File: src/rtl/orientation_to_drive_command_defines.svh
// Assertion macros for the orientation to drive command block.
`ifndef ORIENTATION_TO_DRIVE_COMMAND_DEFINES_SVH
`define ORIENTATION_TO_DRIVE_COMMAND_DEFINES_SVH

// Implication checked on every rising edge, quiet during reset.
`define OTD_ASSERT_IMPL(lbl, ante, cons, msg) \
  lbl: assert property (@(posedge clk) disable iff (rst) (ante) |-> (cons)) else $error(msg);

// Condition that must hold in the cycle after the antecedent.
`define OTD_ASSERT_NEXT(lbl, ante, cons, msg) \
  lbl: assert property (@(posedge clk) disable iff (rst) (ante) |=> (cons)) else $error(msg);

`endif

File: src/rtl/otd_pkg.sv
// Shared constants, types and tables for the orientation to drive command block.
package otd_pkg;

  localparam int QUAT_FRAC_BITS_DEF = 15;
  localparam int CORDIC_STAGES_DEF  = 16;
  localparam int QW      = 16;
  localparam int AW      = 32;  // Q16 degree accumulator
  localparam int VW      = 66;  // CORDIC vector width
  localparam int ROLL_W  = 9;
  localparam int PITCH_W = 8;

  localparam logic [1:0] REG_DEAD_BAND = 2'd0;
  localparam logic [1:0] REG_ROLL_LIM  = 2'd1;
  localparam logic [1:0] REG_EDGE_ONE  = 2'd2;
  localparam logic [1:0] REG_EDGE_TWO  = 2'd3;

  localparam logic [2:0] SPEED_PARK = 3'd0;
  localparam logic [2:0] SPEED_FWD1 = 3'd1;
  localparam logic [2:0] SPEED_FWD2 = 3'd2;
  localparam logic [2:0] SPEED_FWD3 = 3'd3;
  localparam logic [2:0] SPEED_REV1 = 3'd4;
  localparam logic [2:0] SPEED_REV2 = 3'd5;
  localparam logic [2:0] SPEED_REV3 = 3'd6;

  typedef struct packed {
    logic [5:0] dead_band;
    logic [6:0] roll_limit;
    logic [6:0] edge_one;
    logic [6:0] edge_two;
  } cfg_t;

  // Vectoring CORDIC lane: vector, Q16 angle, and axis-case override.
  typedef struct packed {
    logic signed [VW-1:0] x;
    logic signed [VW-1:0] y;
    logic signed [AW-1:0] ang;
    logic                 fixed;
    logic signed [ROLL_W-1:0] fixed_deg;
  } cordic_t;

  function automatic logic signed [AW-1:0] atan_q16(input logic [4:0] i);
    case (i)
      5'd0:  atan_q16 = 32'sd2949120;
      5'd1:  atan_q16 = 32'sd1740967;
      5'd2:  atan_q16 = 32'sd919879;
      5'd3:  atan_q16 = 32'sd466945;
      5'd4:  atan_q16 = 32'sd234379;
      5'd5:  atan_q16 = 32'sd117304;
      5'd6:  atan_q16 = 32'sd58666;
      5'd7:  atan_q16 = 32'sd29335;
      5'd8:  atan_q16 = 32'sd14668;
      5'd9:  atan_q16 = 32'sd7334;
      5'd10: atan_q16 = 32'sd3667;
      5'd11: atan_q16 = 32'sd1833;
      5'd12: atan_q16 = 32'sd917;
      5'd13: atan_q16 = 32'sd458;
      5'd14: atan_q16 = 32'sd229;
      5'd15: atan_q16 = 32'sd115;
      5'd16: atan_q16 = 32'sd57;
      5'd17: atan_q16 = 32'sd29;
      5'd18: atan_q16 = 32'sd14;
      5'd19: atan_q16 = 32'sd7;
      5'd20: atan_q16 = 32'sd4;
      5'd21: atan_q16 = 32'sd2;
      5'd22: atan_q16 = 32'sd1;
      default: atan_q16 = 32'sd0;
    endcase
  endfunction

endpackage

File: src/rtl/otd_front.sv
// Front end: quaternion products, roll vector, clamped pitch sine.
module otd_front #(
  parameter int QUAT_FRAC_BITS = otd_pkg::QUAT_FRAC_BITS_DEF
) (
  input  logic                              clk,
  input  logic                              in_valid,
  input  logic signed [otd_pkg::QW-1:0]     quat_w,
  input  logic signed [otd_pkg::QW-1:0]     quat_x,
  input  logic signed [otd_pkg::QW-1:0]     quat_y,
  input  logic signed [otd_pkg::QW-1:0]     quat_z,
  output logic                              out_valid,
  output logic signed [otd_pkg::VW-1:0]     den,
  output logic signed [otd_pkg::VW-1:0]     num,
  output logic signed [otd_pkg::VW-1:0]     s30,
  input  logic                              rst
);
  import otd_pkg::*;

  localparam int F2 = 2 * QUAT_FRAC_BITS;

  // stage 1: six products
  logic signed [31:0] p_wx, p_yz, p_xx, p_yy, p_wy, p_zx;
  logic               v1;
  // stage 2: sums
  logic signed [VW-1:0] one2;
  logic signed [VW-1:0] s_raw;
  logic               v2;
  logic signed [VW-1:0] s_clamp;

  assign one2 = VW'(1) <<< F2;

  always_ff @(posedge clk) begin
    p_wx <= quat_w * quat_x;
    p_yz <= quat_y * quat_z;
    p_xx <= quat_x * quat_x;
    p_yy <= quat_y * quat_y;
    p_wy <= quat_w * quat_y;
    p_zx <= quat_z * quat_x;
  end

  always_comb begin
    s_raw = (VW'(p_wy) - VW'(p_zx)) <<< 1;
    if (s_raw > one2)       s_clamp = one2;
    else if (s_raw < -one2) s_clamp = -one2;
    else                    s_clamp = s_raw;
  end

  always_ff @(posedge clk) begin
    num <= (VW'(p_wx) + VW'(p_yz)) <<< 1;
    den <= one2 - ((VW'(p_xx) + VW'(p_yy)) <<< 1);
    if (F2 >= 30) s30 <= s_clamp >>> (F2 - 30);
    else          s30 <= s_clamp <<< (30 - F2);
  end

  always_ff @(posedge clk) begin
    if (rst) begin
      v1 <= 1'b0;
      v2 <= 1'b0;
    end else begin
      v1 <= in_valid;
      v2 <= v1;
    end
  end
  assign out_valid = v2;
endmodule

File: config.mk
export PLATFORM = sky130hd
export DESIGN_NAME = otd_front
export DESIGN_NICKNAME = d
export VERILOG_FILES = /design/src/rtl/orientation_to_drive_command_defines.svh /design/src/rtl/otd_pkg.sv /design/src/rtl/otd_front.sv
export SDC_FILE = /design/constraint.sdc
export NUM_CORES = 2
export LEC_CHECK = 0
export BUFFER_PORTS_ARGS = -buffer_cell sky130_fd_sc_hd__buf_2
export CAP_MARGIN = 30
export CORE_UTILIZATION = 35
export DETAILED_ROUTE_END_ITERATION = 10
export GPL_TIMING_DRIVEN = 0
export SYNTH_ARGS = -nofsm -noshare
export SYNTH_HDL_FRONTEND = slang
export SYNTH_SLANG_ARGS = --single-unit
File: constraint.sdc
create_clock -name clk -period 8.8 [get_ports clk]
set_input_delay 0.44 -clock clk [delete_from_list [all_inputs] [get_ports clk]]
set_output_delay 0.44 -clock clk [all_outputs]
set_load 0.01 [all_outputs]
# Yosys cells after proc, flatten, opt, wreduce, memory -nomap -nowiden
# Cells that the tools add are included.
[totals] input_bits=67 ff_bits=360 output_inout_bits=199
[op_classes] n_mux=1 mul=6 add_sub_neg=4 n_reduce_logical=1 magnitude_cmp=2
[ops] op="16-bit by 16-bit multiplier with 32-bit output" n=6
[ops] op="32-bit by 32-bit adder with 33-bit output" n=2
[ops] op="66-bit two-way mux" n=1
[ops] op="32-bit by 34-bit subtractor with 35-bit output (first input constant)" n=1
[ops] op="34-bit by 32-bit > comparator with 1-bit output (second input constant)" n=1
[ops] op="34-bit by 31-bit less-than comparator with 1-bit output (second input constant)" n=1
[ops] op="32-bit by 32-bit subtractor with 33-bit output" n=1
[ops] op="2-bit OR reduction" n=1

# Longest topological paths before layout
[depth] word_depth=3 depth_mapped=28

# Worst setup path after synthesis
# Ideal clock, no wire load.
[synth_timing] path_type="input port to flip-flop" startpoint="input quat_x[15] in the netlist's numbering" endpoint="register p_xx[31]" path_slack_ns=2.108 path_stages=25 t_arrival_ns=6.563 path_buffers=3 required_time_ns=8.671 cell_sequence="clkbuf_1 clkbuf_1 nand2_1 fa_1 inv_1 fa_1 fa_1 fa_1 fa_1 inv_1 fa_1 inv_1 ha_1 clkbuf_1 a21o_1 a21o_1 a21o_1 a21o_1 a21o_1 a21o_1 a21o_1 nor2b_1 a221o_1 o41ai_1 xnor2_1"
[synth_via] elab_chain_len=1
[synth_rtl] item="start: declaration" line_no="otd_front.sv:8" source="input logic signed [otd_pkg::QW-1:0] quat_x,"
[synth_rtl] item="16-bit by 16-bit multiplier with 32-bit output" line_no="otd_front.sv:35" source="p_xx <= quat_x * quat_x;"
[synth_rtl] item="end signal: assignment" line_no="otd_front.sv:35"
[synth_rtl] item="end: declaration" line_no="otd_front.sv:22" source="logic signed [31:0] p_wx, p_yz, p_xx, p_yy, p_wy, p_zx;"
# No other way between the ends.
# A chain may end at the register's enable or synchronous reset.

# Final worst setup path
[layout_timing] startpoint="input quat_x[1] in the netlist's numbering" endpoint="register p_zx[31]"
[layout_via] elab_chain_len=1
[layout_rtl] item="16-bit by 16-bit multiplier with 32-bit output" line_no="otd_front.sv:38" source="p_zx <= quat_z * quat_x;"
[layout_rtl] item="end signal: assignment" line_no="otd_front.sv:38"
[layout_rtl] item="end: declaration" line_no="otd_front.sv:22"
# No other way between the ends.

==> impl_metrics.tcl <==
set metrics [dict create \
    dieArea_um2 202000 \
    drt-total-wl_um 243000 \
    start_util 0.353 \
    io_pins 266 \
    insertion_delay_ns 0.67 \
    drc_errors 0 \
    placed_area_um2 75700 \
    grt_start_max_net_pins 34 \
    slew_headroom 0.204 \
    cp_max_fo 10 \
    critPathLaunch "quat_x[1]" \
    drive_gt1_frac 0.0696 \
    cts_buffers 40 \
    via_count 53158 \
    reg2reg_from "p_wy[0]" \
    criticalPathCategory "in2reg" \
    synthDistinctLibCells 82 \
    cts_tree "done" \
    hp-class "in2reg" \
    period_share 0.941 \
    first_pass_iters 8 \
    ff2ff_setup_slack_ns 3.55 \
    nNetsFinal 10279 \
    slew_violations 0 \
    area.growth.synth_to_final_pct 10.7 \
    setup_viol 0 \
    clk_pin_slew_ns 0.06 \
    grt_pass1_wl_um 362000 \
    worstMarginPinSlew_ns 1.19 \
    cts.path.max_buffers 3 \
    avgRoutedWirePerCell_um 22.5 \
    async_flop_share 0 \
    post-route-min-period_ns 8.28 \
    grt_setup_unrepaired "false" \
    cap_violations 0 \
    dp_slack_ns 0.0995 \
    ys_seq_area_frac 0.0836 \
    yosys.area.top_type_share 0.434 \
    netlist_area_um2 69900 \
    worstPathRequired_ns 9.31 \
    yosys_register_bits 292 \
    drtAntennaViolNets 0 \
    yosys_warnings 0 \
    syn_inst 7699 \
    utilization 0.391 \
    port_buffers 253 \
    r2r-end "s30[24]" \
    outcome "completed" \
    cts_sinks 292 \
    dp_hpwl_um 211000 \
    synth_common_cells "inv_1 (1897), fa_1 (1517), nand2_1 (797), ha_1 (606), and2_1 (563)" \
    fin_ws_ns 0.517 \
    drt_iter0_drc 3959 \
    rows 163 \
    track_usage 0.244 \
    grt_pass1_vias 55696 \
    worstPathArrival_ns 8.79 \
    synthFlopType "dfxtp_1" \
    overflow 0 \
    gp_congestion 1.05 \
    coreArea_um2 198000 \
    cp-end-kind "flop" \
    worstSetupStartpointType "primary input" \
    dieHeight_um 449 \
    crit_end "p_zx[31]" \
    cts-root-buf "clkbuf_16" \
    routed_via_density 4.92 \
    synth_edf_count 0 \
    die_x_um 449 \
    final-hold-violation-count 0 \
    synth.most_common_cell "inv_1" \
    antenna_found_initial 59 \
    rr_worst_depth 20 \
    final_cell_area_um2 77400 \
    synth.largest_area_cell "fa_1" \
    fmax_mhz 121 \
    skew_ns 0.0239 \
    htree_levels 2 \
    avgSynthCellArea_um2 9.08 \
    synth_area_leaders "fa_1 (43%), ha_1 (11%), inv_1 (10%)" \
]
-- worst max-delay path, cell delays in order --
cell and delay, ns:
clkbuf_1 0.23, clkbuf_1 0.71, clkbuf_1 0.80, nand2_1 0.22
fa_1 0.59, fa_1 0.51, fa_1 0.55, inv_1 0.05
fa_1 0.52, fa_1 0.50, inv_1 0.05, fa_1 0.54
inv_1 0.06, ha_1 0.34, a21o_1 0.20, a2111oi_0 0.47
o211ai_1 0.28, nand3_1 0.12, o21ai_0 0.21, o41a_1 0.45
a311o_1 0.33, a21o_1 0.19, a21oi_1 0.16, xnor2_1 0.26
-- worst min-delay path by stage --
stage	startpoint	endpoint	slack [ns]	cells after the start
2_1_floorplan	v1	out_valid	0.41	1
3_3_place_gp	v1	out_valid	0.42	1
3_5_place_dp	v1	out_valid	0.43	1
4_1_cts	quat_y[0]	p_yy[0]	0.05	1
5_1_grt	quat_y[0]	p_yy[0]	0.06	1
6_report	quat_y[0]	p_yy[0]	0.09	1
-- registers in the layout, indices dropped and copies added (netlist names) --
name,flops
p_yy,31
p_wy,32
out_valid,1
p_zx,32
p_xx,31
s30,33
num,33
p_yz,32
v1,1
p_wx,32
den,34
-- metal layers --
metal | up-vias | share of wire | track usage
met5 | - | 0.00051 | 0
met4 | 22 | 0.066 | 0.137
met2 | 2022 | 0.45 | 0.386
met1 | 26944 | 0.40 | 0.314
met3 | 505 | 0.075 | 0.0427
li1 | 23665 | - | -
-- cell families after synthesis --
kind of cell,Yosys count,synth area share
compound gates,705,0.0663
xor+xnor,320,0.0401
fa+ha+maj,2123,0.543
buf+inv,2289,0.128
flops,292,0.0836
mux,8,0.00122
other cells,1,0.0000536
simple gates,1961,0.137
-- placed cells by master (no fill, tap or decap), drive strengths merged, types with 12 or more instances in the layout --
| master | instances |
|---|---|
| xor2 | 74 |
| o21a | 29 |
| o21ai | 120 |
| nor2b | 45 |
| o21bai | 34 |
| or3 | 23 |
| a2111oi | 12 |
| a21oi | 214 |
| dfxtp | 292 |
| inv | 1905 |
| diode | 35 |
| o211ai | 15 |
| a21o | 117 |
| ha | 606 |
| nor2 | 236 |
| and2 | 563 |
| nand2b | 55 |
| xnor2 | 246 |
| o31a | 12 |
| fa | 1517 |
| and3 | 30 |
| buf | 456 |
| a21boi | 15 |
| a211oi | 18 |
| nand3 | 74 |
| nor3 | 64 |
| clkbuf | 324 |
| nand4 | 15 |
| or2 | 17 |
| o31ai | 13 |
| a31oi | 22 |
| nand2 | 797 |
-- area by class of cell --
cell class              instances  area (um2)
fillers                     20041      120000
multi-input cells            5120       55100
inverters                    1899        7130
flip-flops and latches        292        5850
well taps                    2640        3300
repair buffers                346        2690
plain buffers                 390        1850
clock buffers                  47        1080
clock inverters                26         295
diodes                         35        87.6
-- stage by stage --
stage / std cells / hold slack [ns] / setup TNS (ns)
after CTS: 10749 / 0.0473 / 0
after floorplan: 7701 / 0.414 / 0
after detailed placement: 10673 / 0.432 / 0
final: 10795 / 0.0934 / 0
after global routing: 10768 / 0.0612 / 0
after global placement: 10594 / 0.418 / -1.07
-- repair_timing --
item / CTS / global route
hold endpoints to repair: 3 / 0
setup buffers: 0 / 0
hold buffers: 3 / 0
gates resized for setup: 0 / 0
Power is left out: the tool's default activity adds up to more than one toggle a clock period on the data nets, which glitch-free logic cannot reach.
