### src/rtl/orientation_to_drive_command_defines.svh
// Assertion macros for the orientation to drive command block.
`ifndef ORIENTATION_TO_DRIVE_COMMAND_DEFINES_SVH
`define ORIENTATION_TO_DRIVE_COMMAND_DEFINES_SVH

// Implication checked on every rising edge, quiet during reset.
`define OTD_ASSERT_IMPL(lbl, ante, cons, msg) \
  lbl: assert property (@(posedge clk) disable iff (rst) (ante) |-> (cons)) else $error(msg);

// Condition that must hold in the cycle after the antecedent.
`define OTD_ASSERT_NEXT(lbl, ante, cons, msg) \
  lbl: assert property (@(posedge clk) disable iff (rst) (ante) |=> (cons)) else $error(msg);

`endif

### src/rtl/otd_pkg.sv
// Shared constants, types and tables for the orientation to drive command block.
package otd_pkg;

  localparam int QUAT_FRAC_BITS_DEF = 15;
  localparam int CORDIC_STAGES_DEF  = 16;
  localparam int QW      = 16;
  localparam int AW      = 32;  // Q16 degree accumulator
  localparam int VW      = 66;  // CORDIC vector width
  localparam int ROLL_W  = 9;
  localparam int PITCH_W = 8;

  localparam logic [1:0] REG_DEAD_BAND = 2'd0;
  localparam logic [1:0] REG_ROLL_LIM  = 2'd1;
  localparam logic [1:0] REG_EDGE_ONE  = 2'd2;
  localparam logic [1:0] REG_EDGE_TWO  = 2'd3;

  localparam logic [2:0] SPEED_PARK = 3'd0;
  localparam logic [2:0] SPEED_FWD1 = 3'd1;
  localparam logic [2:0] SPEED_FWD2 = 3'd2;
  localparam logic [2:0] SPEED_FWD3 = 3'd3;
  localparam logic [2:0] SPEED_REV1 = 3'd4;
  localparam logic [2:0] SPEED_REV2 = 3'd5;
  localparam logic [2:0] SPEED_REV3 = 3'd6;

  typedef struct packed {
    logic [5:0] dead_band;
    logic [6:0] roll_limit;
    logic [6:0] edge_one;
    logic [6:0] edge_two;
  } cfg_t;

  // Vectoring CORDIC lane: vector, Q16 angle, and axis-case override.
  typedef struct packed {
    logic signed [VW-1:0] x;
    logic signed [VW-1:0] y;
    logic signed [AW-1:0] ang;
    logic                 fixed;
    logic signed [ROLL_W-1:0] fixed_deg;
  } cordic_t;

  function automatic logic signed [AW-1:0] atan_q16(input logic [4:0] i);
    case (i)
      5'd0:  atan_q16 = 32'sd2949120;
      5'd1:  atan_q16 = 32'sd1740967;
      5'd2:  atan_q16 = 32'sd919879;
      5'd3:  atan_q16 = 32'sd466945;
      5'd4:  atan_q16 = 32'sd234379;
      5'd5:  atan_q16 = 32'sd117304;
      5'd6:  atan_q16 = 32'sd58666;
      5'd7:  atan_q16 = 32'sd29335;
      5'd8:  atan_q16 = 32'sd14668;
      5'd9:  atan_q16 = 32'sd7334;
      5'd10: atan_q16 = 32'sd3667;
      5'd11: atan_q16 = 32'sd1833;
      5'd12: atan_q16 = 32'sd917;
      5'd13: atan_q16 = 32'sd458;
      5'd14: atan_q16 = 32'sd229;
      5'd15: atan_q16 = 32'sd115;
      5'd16: atan_q16 = 32'sd57;
      5'd17: atan_q16 = 32'sd29;
      5'd18: atan_q16 = 32'sd14;
      5'd19: atan_q16 = 32'sd7;
      5'd20: atan_q16 = 32'sd4;
      5'd21: atan_q16 = 32'sd2;
      5'd22: atan_q16 = 32'sd1;
      default: atan_q16 = 32'sd0;
    endcase
  endfunction

endpackage

### src/rtl/otd_map.sv
// Servo angle and speed code mapping from whole-degree roll and pitch.
module otd_map (
  input  logic                               clk,
  input  logic                               rst,
  input  logic                               in_valid,
  input  otd_pkg::cfg_t                      cfg,
  input  logic signed [otd_pkg::ROLL_W-1:0]  roll_in,
  input  logic signed [otd_pkg::ROLL_W-1:0]  pitch_in,
  output logic                               out_valid,
  output logic signed [otd_pkg::ROLL_W-1:0]  roll_degrees,
  output logic signed [otd_pkg::PITCH_W-1:0] pitch_degrees,
  output logic [7:0]                         servo_angle,
  output logic [2:0]                         speed_code
);
  import otd_pkg::*;

  logic signed [10:0] r, p, db, lim, e1, e2, sv;
  logic [2:0] spd;

  always_comb begin
    r   = 11'(roll_in);
    p   = 11'(pitch_in);
    if (p > 90)  p = 11'sd90;
    if (p < -90) p = -11'sd90;
    db  = 11'(cfg.dead_band);
    lim = 11'(cfg.roll_limit);
    e1  = 11'(cfg.edge_one);
    e2  = 11'(cfg.edge_two);
    if (r >= -db && r <= db) sv = 11'sd90;
    else if (r < 0)          sv = (r < -lim) ? 11'sd45 : r + 11'sd90 + db;
    else                     sv = (r > lim) ? 11'sd135 : r + 11'sd90 - db;
    if (sv < 45)  sv = 11'sd45;
    if (sv > 135) sv = 11'sd135;
    if (p > -db && p < db)  spd = SPEED_PARK;
    else if (p <= -db)      spd = (p >= -e1) ? SPEED_REV1 : (p >= -e2) ? SPEED_REV2 : SPEED_REV3;
    else                    spd = (p <= e1) ? SPEED_FWD1 : (p <= e2) ? SPEED_FWD2 : SPEED_FWD3;
  end

  always_ff @(posedge clk) begin
    roll_degrees  <= roll_in;
    pitch_degrees <= PITCH_W'(p);
    servo_angle   <= 8'(sv);
    speed_code    <= spd;
  end

  always_ff @(posedge clk) begin
    if (rst) out_valid <= 1'b0;
    else     out_valid <= in_valid;
  end
endmodule

### config.mk
export PLATFORM = sky130hd
export DESIGN_NAME = otd_map
export DESIGN_NICKNAME = d
export VERILOG_FILES = /design/src/rtl/orientation_to_drive_command_defines.svh /design/src/rtl/otd_pkg.sv /design/src/rtl/otd_map.sv
export SDC_FILE = /design/constraint.sdc
export NUM_CORES = 1
export LEC_CHECK = 0
export BUFFER_PORTS_ARGS = -buffer_cell sky130_fd_sc_hd__buf_2
export CELL_PAD_IN_SITES_DETAIL_PLACEMENT = 1
export CELL_PAD_IN_SITES_GLOBAL_PLACEMENT = 2
export CORE_ASPECT_RATIO = 1.4
export CORE_MARGIN = 4
export CORE_UTILIZATION = 31
export CTS_BUF_LIST = sky130_fd_sc_hd__clkbuf_4 sky130_fd_sc_hd__clkbuf_8
export DETAILED_ROUTE_END_ITERATION = 6
export PLACE_DENSITY_LB_ADDON = 0.3
export SLEW_MARGIN = 20
export SYNTH_ARGS = -nofsm -noshare
export SYNTH_HDL_FRONTEND = slang
export SYNTH_SLANG_ARGS = --single-unit
### constraint.sdc
create_clock -name clk -period 3.4 [get_ports clk]
set_input_delay 0.17 -clock clk [delete_from_list [all_inputs] [get_ports clk]]
set_output_delay 0.17 -clock clk [all_outputs]
set_load 0.1 [all_outputs]
# [Word level (Yosys, flattened, before mapping)]
# Index checks and enable logic that the tools add are counted.
[op_classes] muxes=12 magnitude_cmp=16 bitwise=0 n_div=0 n_addsub=7 eq_ne=0 n_shift=0 reduce_logical=2 multipliers=0
[op_table] operator="$mux 11" count=7
[op_table] operator="$neg 7->11" count=3
[op_table] operator="$ge 11x11->1" count=2
[op_table] operator="$le 11x8->1" count=2
[op_table] operator="$add 10x7->11" count=1
[op_table] operator="$ge 9x11->1" count=1
[op_table] operator="$gt 11x11->1" count=1
[op_table] operator="$gt 11x9->1 const B" count=1
[op_table] operator="$le 11x11->1" count=1
[op_table] operator="$lt 11x7->1" count=1
[op_table] operator="$lt 11x7->1 const B" count=1
[op_table] operator="$lt 11x8->1 const B" count=1
[op_table] operator="$lt 9x11->1" count=1
[op_table] operator="$neg 6->11" count=1
[op_table] operator="$sub 10x7->11" count=1
[op_table] operator="$add 9x8->10 const B" count=1
[op_table] operator="$gt 9x8->1" count=1
[op_table] operator="$gt 9x8->1 const B" count=1
[op_table] operator="$le 9x7->1" count=1
[op_table] operator="$lt 9x1->1 const B" count=1
[op_table] operator="$mux 2" count=3
[op_table] operator="$mux 3" count=1
[op_table] operator="$logic_and 1x1->1" count=2
[op_table] operator="$mux 1" count=1
[word_totals] ramBits=0 latch_bits=0 in_bits=48 word_cells=42 rom_bits=0 mem_count=0 ff_bits=29

# [Depth between registers and ports, before layout]
# Gate-level depths: netlist of run 1.
[depth] depth_word=8 depth_mapped=20

# [Worst setup path after synthesis of run 1]
# No wires, ideal clock.
[synth_timing] path_type="input to register" from="input cfg[15] in the netlist's numbering" to="register servo_angle[0]" n_path_buf=1 setup_ps=129 arrival_time_ps=3594 slack_ps=-323 stages=18 path_cell_list="inv_1 ha_1 and3_1 nand3_1 nor2_1 ha_1 a21o_1 a2111oi_4 or2_1 o211ai_1 a311oi_1 o22ai_4 or2_1 a211oi_2 ha_1 clkbuf_1 nor4_1 a211oi_1"
[synth_via] elab_chain_len=8 word_cells_on_any_way=10 cone_classes="add/sub: 1; order compare: 4; mux: 5"
[synth_lines] item="start, declared" line="otd_map.sv:6" text="input otd_pkg::cfg_t cfg,"
[synth_lines] item="$neg 7->11" line="otd_map.sv:30" text="else if (r < 0) sv = (r < -lim) ? 11'sd45 : r + 11'sd90 + db;"
[synth_lines] item="$lt 9x11->1" line="otd_map.sv:30"
[synth_lines] item="$mux 11" line="otd_map.sv:30"
[synth_lines] item="$mux 11 *" line="otd_map.sv:30"
[synth_lines] item="$mux 11 *" line="otd_map.sv:29" text="if (r >= -db && r <= db) sv = 11'sd90;"
[synth_lines] item="$lt 11x7->1" line="otd_map.sv:32" text="if (sv < 45) sv = 11'sd45;"
[synth_lines] item="$mux 11 *" line="otd_map.sv:32"
[synth_lines] item="$gt 11x9->1" line="otd_map.sv:33" text="if (sv > 135) sv = 11'sd135;"
[synth_lines] item="end signal, assigned" line="otd_map.sv:42" text="servo_angle <= 8'(sv);"
[synth_lines] item="end, declared" line="otd_map.sv:12" text="output logic [7:0] servo_angle,"
# Every way passes the cells marked *; elsewhere a longest branch is shown, timed or not.
# A chain may end at the register's enable or synchronous reset.

# [Worst setup path in the final report of run 1]
[layout_timing] from="input roll_in[2] in the netlist's numbering" to="register servo_angle[6]"
[layout_via] elab_chain_len=8 word_cells_on_any_way=16 cone_classes="add/sub: 3; order compare: 7; mux: 5; reduce/logical: 1"
[layout_lines] item="start, declared" line="otd_map.sv:7" text="input logic signed [otd_pkg::ROLL_W-1:0] roll_in,"
[layout_lines] item="$add 9x8->10" line="otd_map.sv:30, otd_map.sv:31"
[layout_lines] item="$sub 10x7->11 or $add 10x7->11 (tied branches)" line="otd_map.sv:31, otd_map.sv:30"
[layout_lines] item="$mux 11, on equally long branches" line="otd_map.sv:31, otd_map.sv:30"
[layout_lines] item="$mux 11" line="otd_map.sv:30"
[layout_lines] item="$mux 11 *" line="otd_map.sv:29"
[layout_lines] item="$lt 11x7->1" line="otd_map.sv:32"
[layout_lines] item="$mux 11 *" line="otd_map.sv:32"
[layout_lines] item="$gt 11x9->1" line="otd_map.sv:33"
# Marked as above.

==> results of run 1 <==
==> timing repair <==
action / CTS / global route
setup endpoints to repair: 10 / 11
gates resized for setup: 9 / 39
setup buffers: 2 / 6
pin swaps: 11 / 23
==> cells in the mapped netlist, types with 9 or more instances <==
| cell | instances | area, um^2 |
|---|---|---|
| nand2_1 | 23 | 86.3 |
| nand4_1 | 13 | 81.3 |
| nor2_1 | 41 | 154 |
| a21oi_1 | 30 | 150 |
| nor2b_1 | 16 | 100 |
| xnor2_1 | 20 | 175 |
| ha_1 | 98 | 1230 |
| xor2_1 | 9 | 78.8 |
| a21o_1 | 10 | 75.1 |
| nor4_1 | 10 | 62.6 |
| dfxtp_1 | 29 | 581 |
| nand3_1 | 18 | 90.1 |
| o21a_1 | 15 | 113 |
| o21ai_0 | 14 | 70.1 |
| nor3_1 | 12 | 60.1 |
| inv_1 | 58 | 218 |
==> kinds of logic after synthesis <==
| family | count (synthesis) | share of synthesized area [%] |
|---|---|---|
| flip-flops | 29 | 13.3 |
| XOR/XNOR | 30 | 6.33 |
| AND/OR/NAND/NOR | 170 | 20.8 |
| AO/OA/AOI/OAI | 145 | 24.6 |
| adder cells (fa/ha/maj) | 100 | 29.0 |
| buffers and inverters | 62 | 5.32 |
| multiplexers | 3 | 0.716 |
==> power breakdown <==
part           switching (uW)  internal [uW]
combinational             935            550
sequential               11.9            391
clock                     166            292
==> worst max-delay path, delay by kind of cell <==
| kind | cells | cell delay [ns] |
|---|---|---|
| xor gates and xnor gates | 2 | 0.37 |
| adders and majority gates | 3 | 0.71 |
| buffers and inverters | 1 | 0.12 |
| and+or+nand+nor | 5 | 1.54 |
| AOI/OAI and AO/OA | 5 | 0.73 |
==> path summary, 6_finish.rpt <==
| check | startpoint | to |
|---|---|---|
| worst max-delay path | roll_in[2] | servo_angle[6]$_SDFF_PN0_ |
| worst min-delay path | rst | out_valid$_SDFF_PP0_ |
==> flip-flops by register name (all words and copies together), names as in the netlist <==
register and flops:
out_valid 1, pitch_degrees 8, roll_degrees 9, servo_angle 8, speed_code 3
==> through the flow <==
| step | total power (uW) | hold WS (ns) |
|---|---|---|
| final | 2350 | 0.0247 |
| after global routing | 2490 | 0.0241 |
| after CTS | 2300 | 0.0211 |
| after detailed placement | 1820 | 0.333 |
| after global placement | 1780 | 0.326 |
| after floorplan | 1350 | 0.198 |
==> cell type report <==
cell class,count,area [um^2]
Fill cell,1724,7450
Multi-Input combinational cell,448,3820
Timing Repair Buffer,207,1400
Sequential cell,29,581
Inverter,58,239
Tap cell,185,231
Clock buffer,5,68.8
Clock inverter,3,65.1
==> layer usage <==
| metal | track usage, % | vias up | part of all wire, % |
|---|---|---|---|
| met5 | 0 | - | 0 |
| met4 | 7.83 | 0 | 3.4 |
| met3 | 3.00 | 38 | 3.1 |
| met1 | 19.4 | 2392 | 36 |
| met2 | 41.7 | 110 | 57 |
| li1 | - | 2422 | - |
==> summary.txt, run 1 <==
Cells and area
  • Most common cell after layout, fill and taps aside: buf_4
  • Most frequent cells in the layout: buf_4 (128), ha_1 (92), buf_2 (74)
  • Cell area after layout: 6400 um^2
  • ANT cells: 0
  • Share of layout cells above drive strength 1: 35.9%
  • Area growth, synth to finish: 46.3%
  • Final net count: 897
  • Final core occ: 46.2%
  • Non-filler cells, final: 935

Clock tree
  • Hold-fix buffers, CTS: 0
  • Max clock buf depth: 2
  • Clock buffer count from CTS: 5
  • Root buffer cell: clkbuf_8
  • Htree depth: 2
  • CTS clk-pin slew, worst paths: 0.08 ns
  • TritonCTS clock tree: built
  • Sink Count: 29

Hold path
  • Hold Crit Depth: 2
  • Hold crit path type: in2reg

Critical path
  • Worst setup EP type: register
  • Most used cell, CP: ha_1
  • Crit path largest cell delay: 0.43 ns
  • Max FO, Critical Path: 6
  • Arrival @ worst endpoint: 3.66 ns
  • Crit path required time: 3.59 ns
  • Critical Path, Cell by Cell: buf_2, ha_1, or3_4, xor2_4, ha_1, or3_1, o22ai_1, nor2b_2, xnor2_1, o211ai_4, or2_1, a211oi_2, ha_4, nor2_1, a21oi_1, o41ai_1
  • Slowest CP cell: or3_4
  • Worst Setup Start Kind: primary input
  • Setup CP Type: in2reg

Timing
  • Tightest Pin Transition: 0.595 ns
  • Fin. Hold Viols: 0
  • RSZ-0062 raised after global routing: yes
  • Min Tclk post-route: 3.47 ns
  • Final setup TNS: -0.198 ns
  • Final setup fails: 5
  • Setup ws final: -0.0674 ns
  • Pins Over Slew Limit: 0
  • Relative slew slack: 60.1%
  • Final period util: 102%
  • F_max: 288 MHz

Logic synthesis
  • Library cells used by synthesis: 71
  • Yosys reg bits: 29
  • Seq/Total Area, Yosys: 13.3%
  • Cells after Synth: 539
  • Ys async rst share: 0%
  • Ys Warns: 0
  • Number of flops mapped to enable cells by yosys: 0
  • Net count after synthesis: 687
  • Mapped Area: 4370 um^2
  • Synth Area per Inst: 8.11 um^2
  • Most used DFF post-synth: dfxtp_1

Global routing
  • Gr usage total: 20.3%
  • Vias in the first global route: 5353
  • Initial antenna violation count: 0
  • Gr ovfl total: 0
  • First-pass GRT wire length: 25.9 mm
  • Largest net degree at the start of global routing: 15

Place
  • I/O Buffers: 76
  • Post-DP HPWL: 13.9 mm
  • Placed Cells incl. Taps: 919
  • GP Congestion: 0.878
  • Placement Setup Slack: -0.621 ns
  • Post-DP Area: 5970 um^2

Route
  • DR vias: 4962
  • Drt first pass iters: 4
  • Vias per cell: 5.31
  • Detailed Route WL: 16.6 mm
  • Iteration-0 DRC count of the detailed router: 138
  • WL/cell: 17.7 um
  • Drt drc: 0
  • ANT nets after route: 0

Floorplan
  • Starting Density: 31.6%
  • Die Y: 149 um
  • Core region area: 13800 um^2
  • # rows: 51
  • Die ar.: 16100 um^2
  • Io pins: 77
  • Die W: 108 um

Outcome
  • Status: finished, violations left
  • Failing checks: negative setup slack

Run
  • Maxcap violations: 0

Power
  • P_leak: 0.00317 uW
  • PD cells: 367 nW/um^2
  • Peak VDD IR: 0.000268 V
Note: power is estimated with default switching activity, not from simulation.
==> run 2, diff against run 1 <==
Settings changed: BUFFER_PORTS_ARGS -buffer_cell sky130_fd_sc_hd__buf_2 to not set, CORE_UTILIZATION 31 to 36, DONT_BUFFER_PORTS set to 1, GPL_TIMING_DRIVEN set to 0.
==> summary.txt, run 2 (synthesized netlist as in run 1, its figures left out) <==
Power
  • P_sw: 1020 uW (was 1110 uW)
  • Sequential power share: 39.8% (was 17.2%)
  • Comb power frac: 43.6% (was 63.3%)
  • Net Sw Frac: 51.3% (was 47.4%)
  • Pint: 965 uW (was 1230 uW)
  • Peak VDD IR: 0.000264 V (was 0.000268 V)
  • PD cells: 370 nW/um^2 (was 367 nW/um^2)
  • Clock power frac: 16.6% (was 19.5%)
  • P_leak: 0.00241 uW (was 0.00317 uW)

Global routing
  • Vias in the first global route: 4574 (was 5353)
  • Largest net degree at the start of global routing: 13 (was 15)
  • Gr ovfl total: 0 (unchanged)
  • Gr usage total: 20.6% (was 20.3%)
  • Initial antenna violation count: 0 (unchanged)
  • First-pass GRT wire length: 23.2 mm (was 25.9 mm)

Place
  • Post-DP Area: 4650 um^2 (was 5970 um^2)
  • Placement Setup Slack: -0.810 ns (was -0.621 ns)
  • I/O Buffers: 0 (was 76)
  • Post-DP HPWL: 11.2 mm (was 13.9 mm)
  • GP Congestion: 0.824 (was 0.878)

Critical path
  • Arrival @ worst endpoint: 3.52 ns (was 3.66 ns)
  • Critical path endpoint: servo_angle[6]$_SDFF_PN0_ (unchanged)
  • Max FO, Critical Path: 11 (was 6)
  • Worst Setup SP: roll_in[1] (was roll_in[2])
  • Worst setup EP type: register (unchanged)
  • Setup CP Type: in2reg (unchanged)
  • Crit path required time: 3.56 ns (was 3.59 ns)
  • Worst Setup Start Kind: primary input (unchanged)

Floorplan
  • Die Y: 138 um (was 149 um)
  • Io pins: 77 (unchanged)
  • Die W: 101 um (was 108 um)
  • Core region area: 11900 um^2 (was 13800 um^2)
  • Starting Density: 36.8% (was 31.6%)
  • Die ar.: 14000 um^2 (was 16100 um^2)
  • # rows: 47 (was 51)

Route
  • Detailed Route WL: 14.7 mm (was 16.6 mm)
  • Drt drc: 0 (unchanged)
  • ANT nets after route: 0 (unchanged)
  • Drt first pass iters: 7 (was 4)
  • Vias per cell: 5.86 (was 5.31)
  • Iteration-0 DRC count of the detailed router: 129 (was 138)
  • DR vias: 4248 (was 4962)
  • WL/cell: 20.3 um (was 17.7 um)

Cells and area
  • Register area: 581 um^2 (unchanged)
  • Cell area after layout: 5360 um^2 (was 6400 um^2)
  • Most common cell after layout, fill and taps aside: ha_1 (was buf_4)
  • Largest regs: roll_degrees: 9 flops, pitch_degrees: 8 flops, servo_angle: 8 flops (unchanged)
  • Share of layout cells above drive strength 1: 17.1% (was 35.9%)
  • Final net count: 725 (was 897)
  • ANT cells: 0 (unchanged)
  • Most frequent cells in the layout: ha_1 (91), inv_1 (56), nor2_1 (35) (was buf_4 (128), ha_1 (92), buf_2 (74))
  • Max FFs per register: 9 (unchanged)
  • Area growth, synth to finish: 22.6% (was 46.3%)
  • Fill count: 1399 (was 1724)
  • Biggest register: roll_degrees (unchanged)
  • Multi-input gate area: 3940 um^2 (was 3820 um^2)

Run
  • Maxcap violations: 0 (unchanged)

Timing
  • Final period util: 98.8% (was 102%)
  • F_max: 298 MHz (was 288 MHz)
  • Setup ws final: 0.0424 ns (was -0.0674 ns)
  • Pins Over Slew Limit: 0 (unchanged)
  • Fin. Hold Viols: 0 (unchanged)
  • RSZ-0062 raised after global routing: yes (unchanged)
  • Min Tclk post-route: 3.36 ns (was 3.47 ns)
  • Relative slew slack: 35.1% (was 60.1%)
  • Tightest Pin Transition: 0.972 ns (was 0.595 ns)
  • Final setup fails: 0 (was 5)

Outcome
  • Status: completed (was finished, violations left)

Hold path
  • Hold crit path type: in2reg (unchanged)

Clock tree
  • Htree depth: 2 (unchanged)
  • Sink Count: 29 (unchanged)
  • Max clock buf depth: 2 (unchanged)
  • Clock buffer count from CTS: 5 (unchanged)
  • CTS clk-pin slew, worst paths: 0.08 ns (about the same)
  • TritonCTS clock tree: built (unchanged)
  • Root buffer cell: clkbuf_8 (unchanged)
## run 2: per-layer routing
metal  GRT usage, %  wire length, um
met5              0                0
met3           3.43              481
met2           41.5             8370
met1           21.3             5650
met4           4.62              201
## run 2: power by group through the flow
stage / Clock [uW] / Sequential, uW / Combinational (uW)
after global placement: 0 / 797 / 692
final: 330 / 789 / 864
after detailed placement: 0 / 797 / 721
after CTS: 335 / 791 / 790
after floorplan: 0 / 790 / 556
after global routing: 360 / 796 / 967
## run 2: how the worst min path moves through the flow
stage / startpoint / end / slack (ns) / depth (start not counted)
floorplan: roll_in[0] / roll_degrees[0]$_DFF_P_ / 0.20 / 0
global placement: roll_in[0] / roll_degrees[0]$_DFF_P_ / 0.20 / 0
detailed placement: roll_in[0] / roll_degrees[0]$_DFF_P_ / 0.20 / 0
CTS: pitch_in[1] / pitch_degrees[1]$_DFF_P_ / 0.06 / 1
global route: pitch_in[1] / pitch_degrees[1]$_DFF_P_ / 0.11 / 1
finish: pitch_in[1] / pitch_degrees[1]$_DFF_P_ / 0.12 / 1
## run 2: through the flow
step	hold slack (ns)	setup TNS, ns	util [%]	power [uW]	instances
detailed placement	0.198	-7.49	39.1	1520	686
CTS	0.0604	0	42.8	1920	717
finish	0.118	0	45.1	1980	725
global route	0.108	-0.529	45.1	2120	725
global placement	0.198	-6.11	39.1	1490	686
floorplan	0.198	-0.509	-	1350	539
## run 2: cell type report
cell class | count | share of cell area, %
clock buffer | 7 | 1.80
multi-input combinational | 448 | 73.5
buffer | 2 | 0.140
tap | 147 | 3.43
sequential | 29 | 10.8
clock inverter | 1 | 0.0934
timing repair buffer | 33 | 5.21
inverter | 58 | 5.04
## run 2: repair_timing
item | CTS | global route
hold endpoints to repair | 10 | 0
setup endpoints to repair | 11 | 11
pin swaps | 17 | 32
gates resized for setup | 24 | 43
buffers inserted | 13 | 10
hold buffers | 11 | 0
## run 2: critical path, cell delays in order
cell      delay, ns
ha_1           0.22
or3_4          0.38
xor2_4         0.21
ha_4           0.32
inv_1          0.08
a221o_1        0.35
and3_4         0.22
o31ai_4        0.21
o22ai_4        0.11
or2_1          0.28
a211oi_2       0.28
ha_4           0.21
buf_6          0.14
nor2_4         0.04
a21oi_2        0.18
o41ai_4        0.10
==> run 3, diff against run 2 <==
Settings changed: CORE_MARGIN 4 to not set.
==> summary.txt, run 3 (synthesized netlist as in run 1, its figures left out) <==
Outcome
  • Status: completed (unchanged)

Cells and area
  • Share of layout cells above drive strength 1: 16.3% (was 17.1%)
  • Final core occ: 44.7% (was 45.1%)
  • Max FFs per register: 9 (unchanged)
  • Final net count: 719 (was 725)
  • Biggest register: roll_degrees (unchanged)
  • Most common cell after layout, fill and taps aside: ha_1 (unchanged)
  • Most frequent cells in the layout: ha_1 (89), inv_1 (55), nor2_1 (33) (was ha_1 (91), inv_1 (56), nor2_1 (35))
  • Area growth, synth to finish: 21.0% (was 22.6%)
  • Largest regs: roll_degrees: 9 flops, pitch_degrees: 8 flops, servo_angle: 8 flops (unchanged)
  • Cell area after layout: 5290 um^2 (was 5360 um^2)
  • ANT cells: 0 (unchanged)

Critical path
  • CP bufs+invs: 0 (was 2)
  • Critical Path, Cell by Cell: a21oi_1, o21bai_1, a21oi_2, nor2_2, nor2_2, a21boi_1, o211ai_1, ha_4, or3_4, ha_4, nor2b_1, o21a_1, o21a_1, o21ai_2, a211oi_2, o221ai_1, o21ba_2, mux2_2 (was ha_1, or3_4, xor2_4, ha_4, inv_1, a221o_1, and3_4, o31ai_4, o22ai_4, or2_1, a211oi_2, ha_4, buf_6, nor2_4, a21oi_2, o41ai_4)
  • Crit path largest cell delay: 0.47 ns (was 0.38 ns)
  • Worst setup EP type: register (unchanged)
  • Worst Setup Start Kind: primary input (unchanged)
  • CP top delay family: compound AO/OA/AOI/OAI gates (unchanged)
  • Crit path required time: 3.58 ns (was 3.56 ns)
  • Setup CP Type: in2reg (unchanged)
  • Slowest CP cell: or3_4 (unchanged)
  • Max FO, Critical Path: 7 (was 11)
  • Arrival @ worst endpoint: 3.46 ns (was 3.52 ns)

Clock tree
  • Root buffer cell: clkbuf_8 (unchanged)
  • Max clock buf depth: 2 (unchanged)
  • TritonCTS clock tree: built (unchanged)
  • Htree depth: 2 (unchanged)
  • Clock buffer count from CTS: 5 (unchanged)
  • Sink Count: 29 (unchanged)
  • CTS clk-pin slew, worst paths: 0.08 ns (about the same)

Timing
  • Final setup TNS: 0 ns (unchanged)
  • Final period util: 96.5% (was 98.8%)
  • Relative slew slack: 35.6% (was 35.1%)
  • Fin. Hold Viols: 0 (unchanged)
  • Final setup fails: 0 (unchanged)
  • Pins Over Slew Limit: 0 (unchanged)
  • Hold WS: 0.00412 ns (was 0.118 ns)
  • Min Tclk post-route: 3.28 ns (was 3.36 ns)
  • F_max: 305 MHz (was 298 MHz)
  • Tightest Pin Transition: 0.965 ns (was 0.972 ns)
  • RSZ-0062 raised after global routing: yes (unchanged)

Global routing
  • Initial antenna violation count: 0 (unchanged)
  • Gr usage total: 23.1% (was 20.6%)
  • Met1 Resource Use GR: 23.2% (was 21.3%)
  • Vias in the first global route: 4710 (was 4574)
  • Gr ovfl total: 0 (unchanged)
  • Largest net degree at the start of global routing: 13 (unchanged)
  • First-pass GRT wire length: 22.8 mm (was 23.2 mm)
  • GR peak layer: met2 (unchanged)
  • Met2 Use GR: 46.1% (was 41.5%)
  • GR Util met3: 3.34% (was 3.43%)

Route
  • ANT nets after route: 0 (unchanged)
  • WL/cell: 19.7 um (was 20.3 um)
  • Detailed Route WL: 14.2 mm (was 14.7 mm)
  • Drt drc: 0 (unchanged)
  • Drt first pass iters: 6 (was 7)
  • Iteration-0 DRC count of the detailed router: 75 (was 129)
  • DR vias: 4231 (was 4248)
  • Vias per cell: 5.88 (was 5.86)

Floorplan
  • Core region area: 11800 um^2 (was 11900 um^2)
  • Starting Density: 37.0% (was 36.8%)
  • Die W: 95.1 um (was 101 um)
  • # rows: 47 (unchanged)
  • Die ar.: 12600 um^2 (was 14000 um^2)
  • Io pins: 77 (unchanged)
  • Die Y: 132 um (was 138 um)

Power
  • PD cells: 379 nW/um^2 (was 370 nW/um^2)
  • P_leak: 0.00235 uW (was 0.00241 uW)
  • Peak VDD IR: 0.000315 V (was 0.000264 V)
  • Power Total: 2010 uW (was 1980 uW)

Place
  • Post-DP HPWL: 11.2 mm (about the same)
  • GP Congestion: 0.833 (was 0.824)
  • Post-DP Area: 4650 um^2 (unchanged)
  • I/O Buffers: 0 (unchanged)

Run
  • Maxcap violations: 0 (unchanged)

Hold path
  • Hold crit path type: in2reg (unchanged)
run 3: through the flow:
stage          cells  setup slack (ns)
6_report         719             0.118
4_1_cts          716           0.00713
3_3_place_gp     686            -0.641
2_1_floorplan    539            -0.123
5_1_grt          719           -0.0670
3_5_place_dp     686            -0.707
run 3: area by class of cell:
| class | instances | area, um^2 |
|---|---|---|
| flip-flops and latches | 29 | 581 |
| fillers | 1435 | 6530 |
| repair buffers | 27 | 228 |
| inverters | 58 | 251 |
| plain buffers | 2 | 7.51 |
| clock inverters | 2 | 37.5 |
| well taps | 147 | 184 |
| clock buffers | 6 | 82.6 |
| multi-input cells | 448 | 3920 |
run 3: report_power, final:
part | internal [uW] | total, uW | switching, uW
sequential | 392 | 787 | 395
combinational | 372 | 827 | 455
clock | 238 | 393 | 155
run 3: path summary, 6_finish.rpt:
kind | start | end | cells after the start
max | pitch_in[1] | speed_code[0]$_SDFF_PP0_ | 18
min | in_valid | out_valid$_SDFF_PP0_ | 1
run 3: metal layers:
layer | share of wire, % | vias to the layer above
met3 | 2.9 | 30
met4 | 3.1 | 0
met5 | 0 | -
li1 | - | 2075
met2 | 56 | 89
met1 | 38 | 2037
run 3: what timing repair did:
action,4_1_cts,5_1_grt
pin swaps,19,26
setup endpoints to repair,11,11
setup buffers,13,4
gates resized for setup,24,39
hold endpoints to repair,10,0
hold buffers,10,0
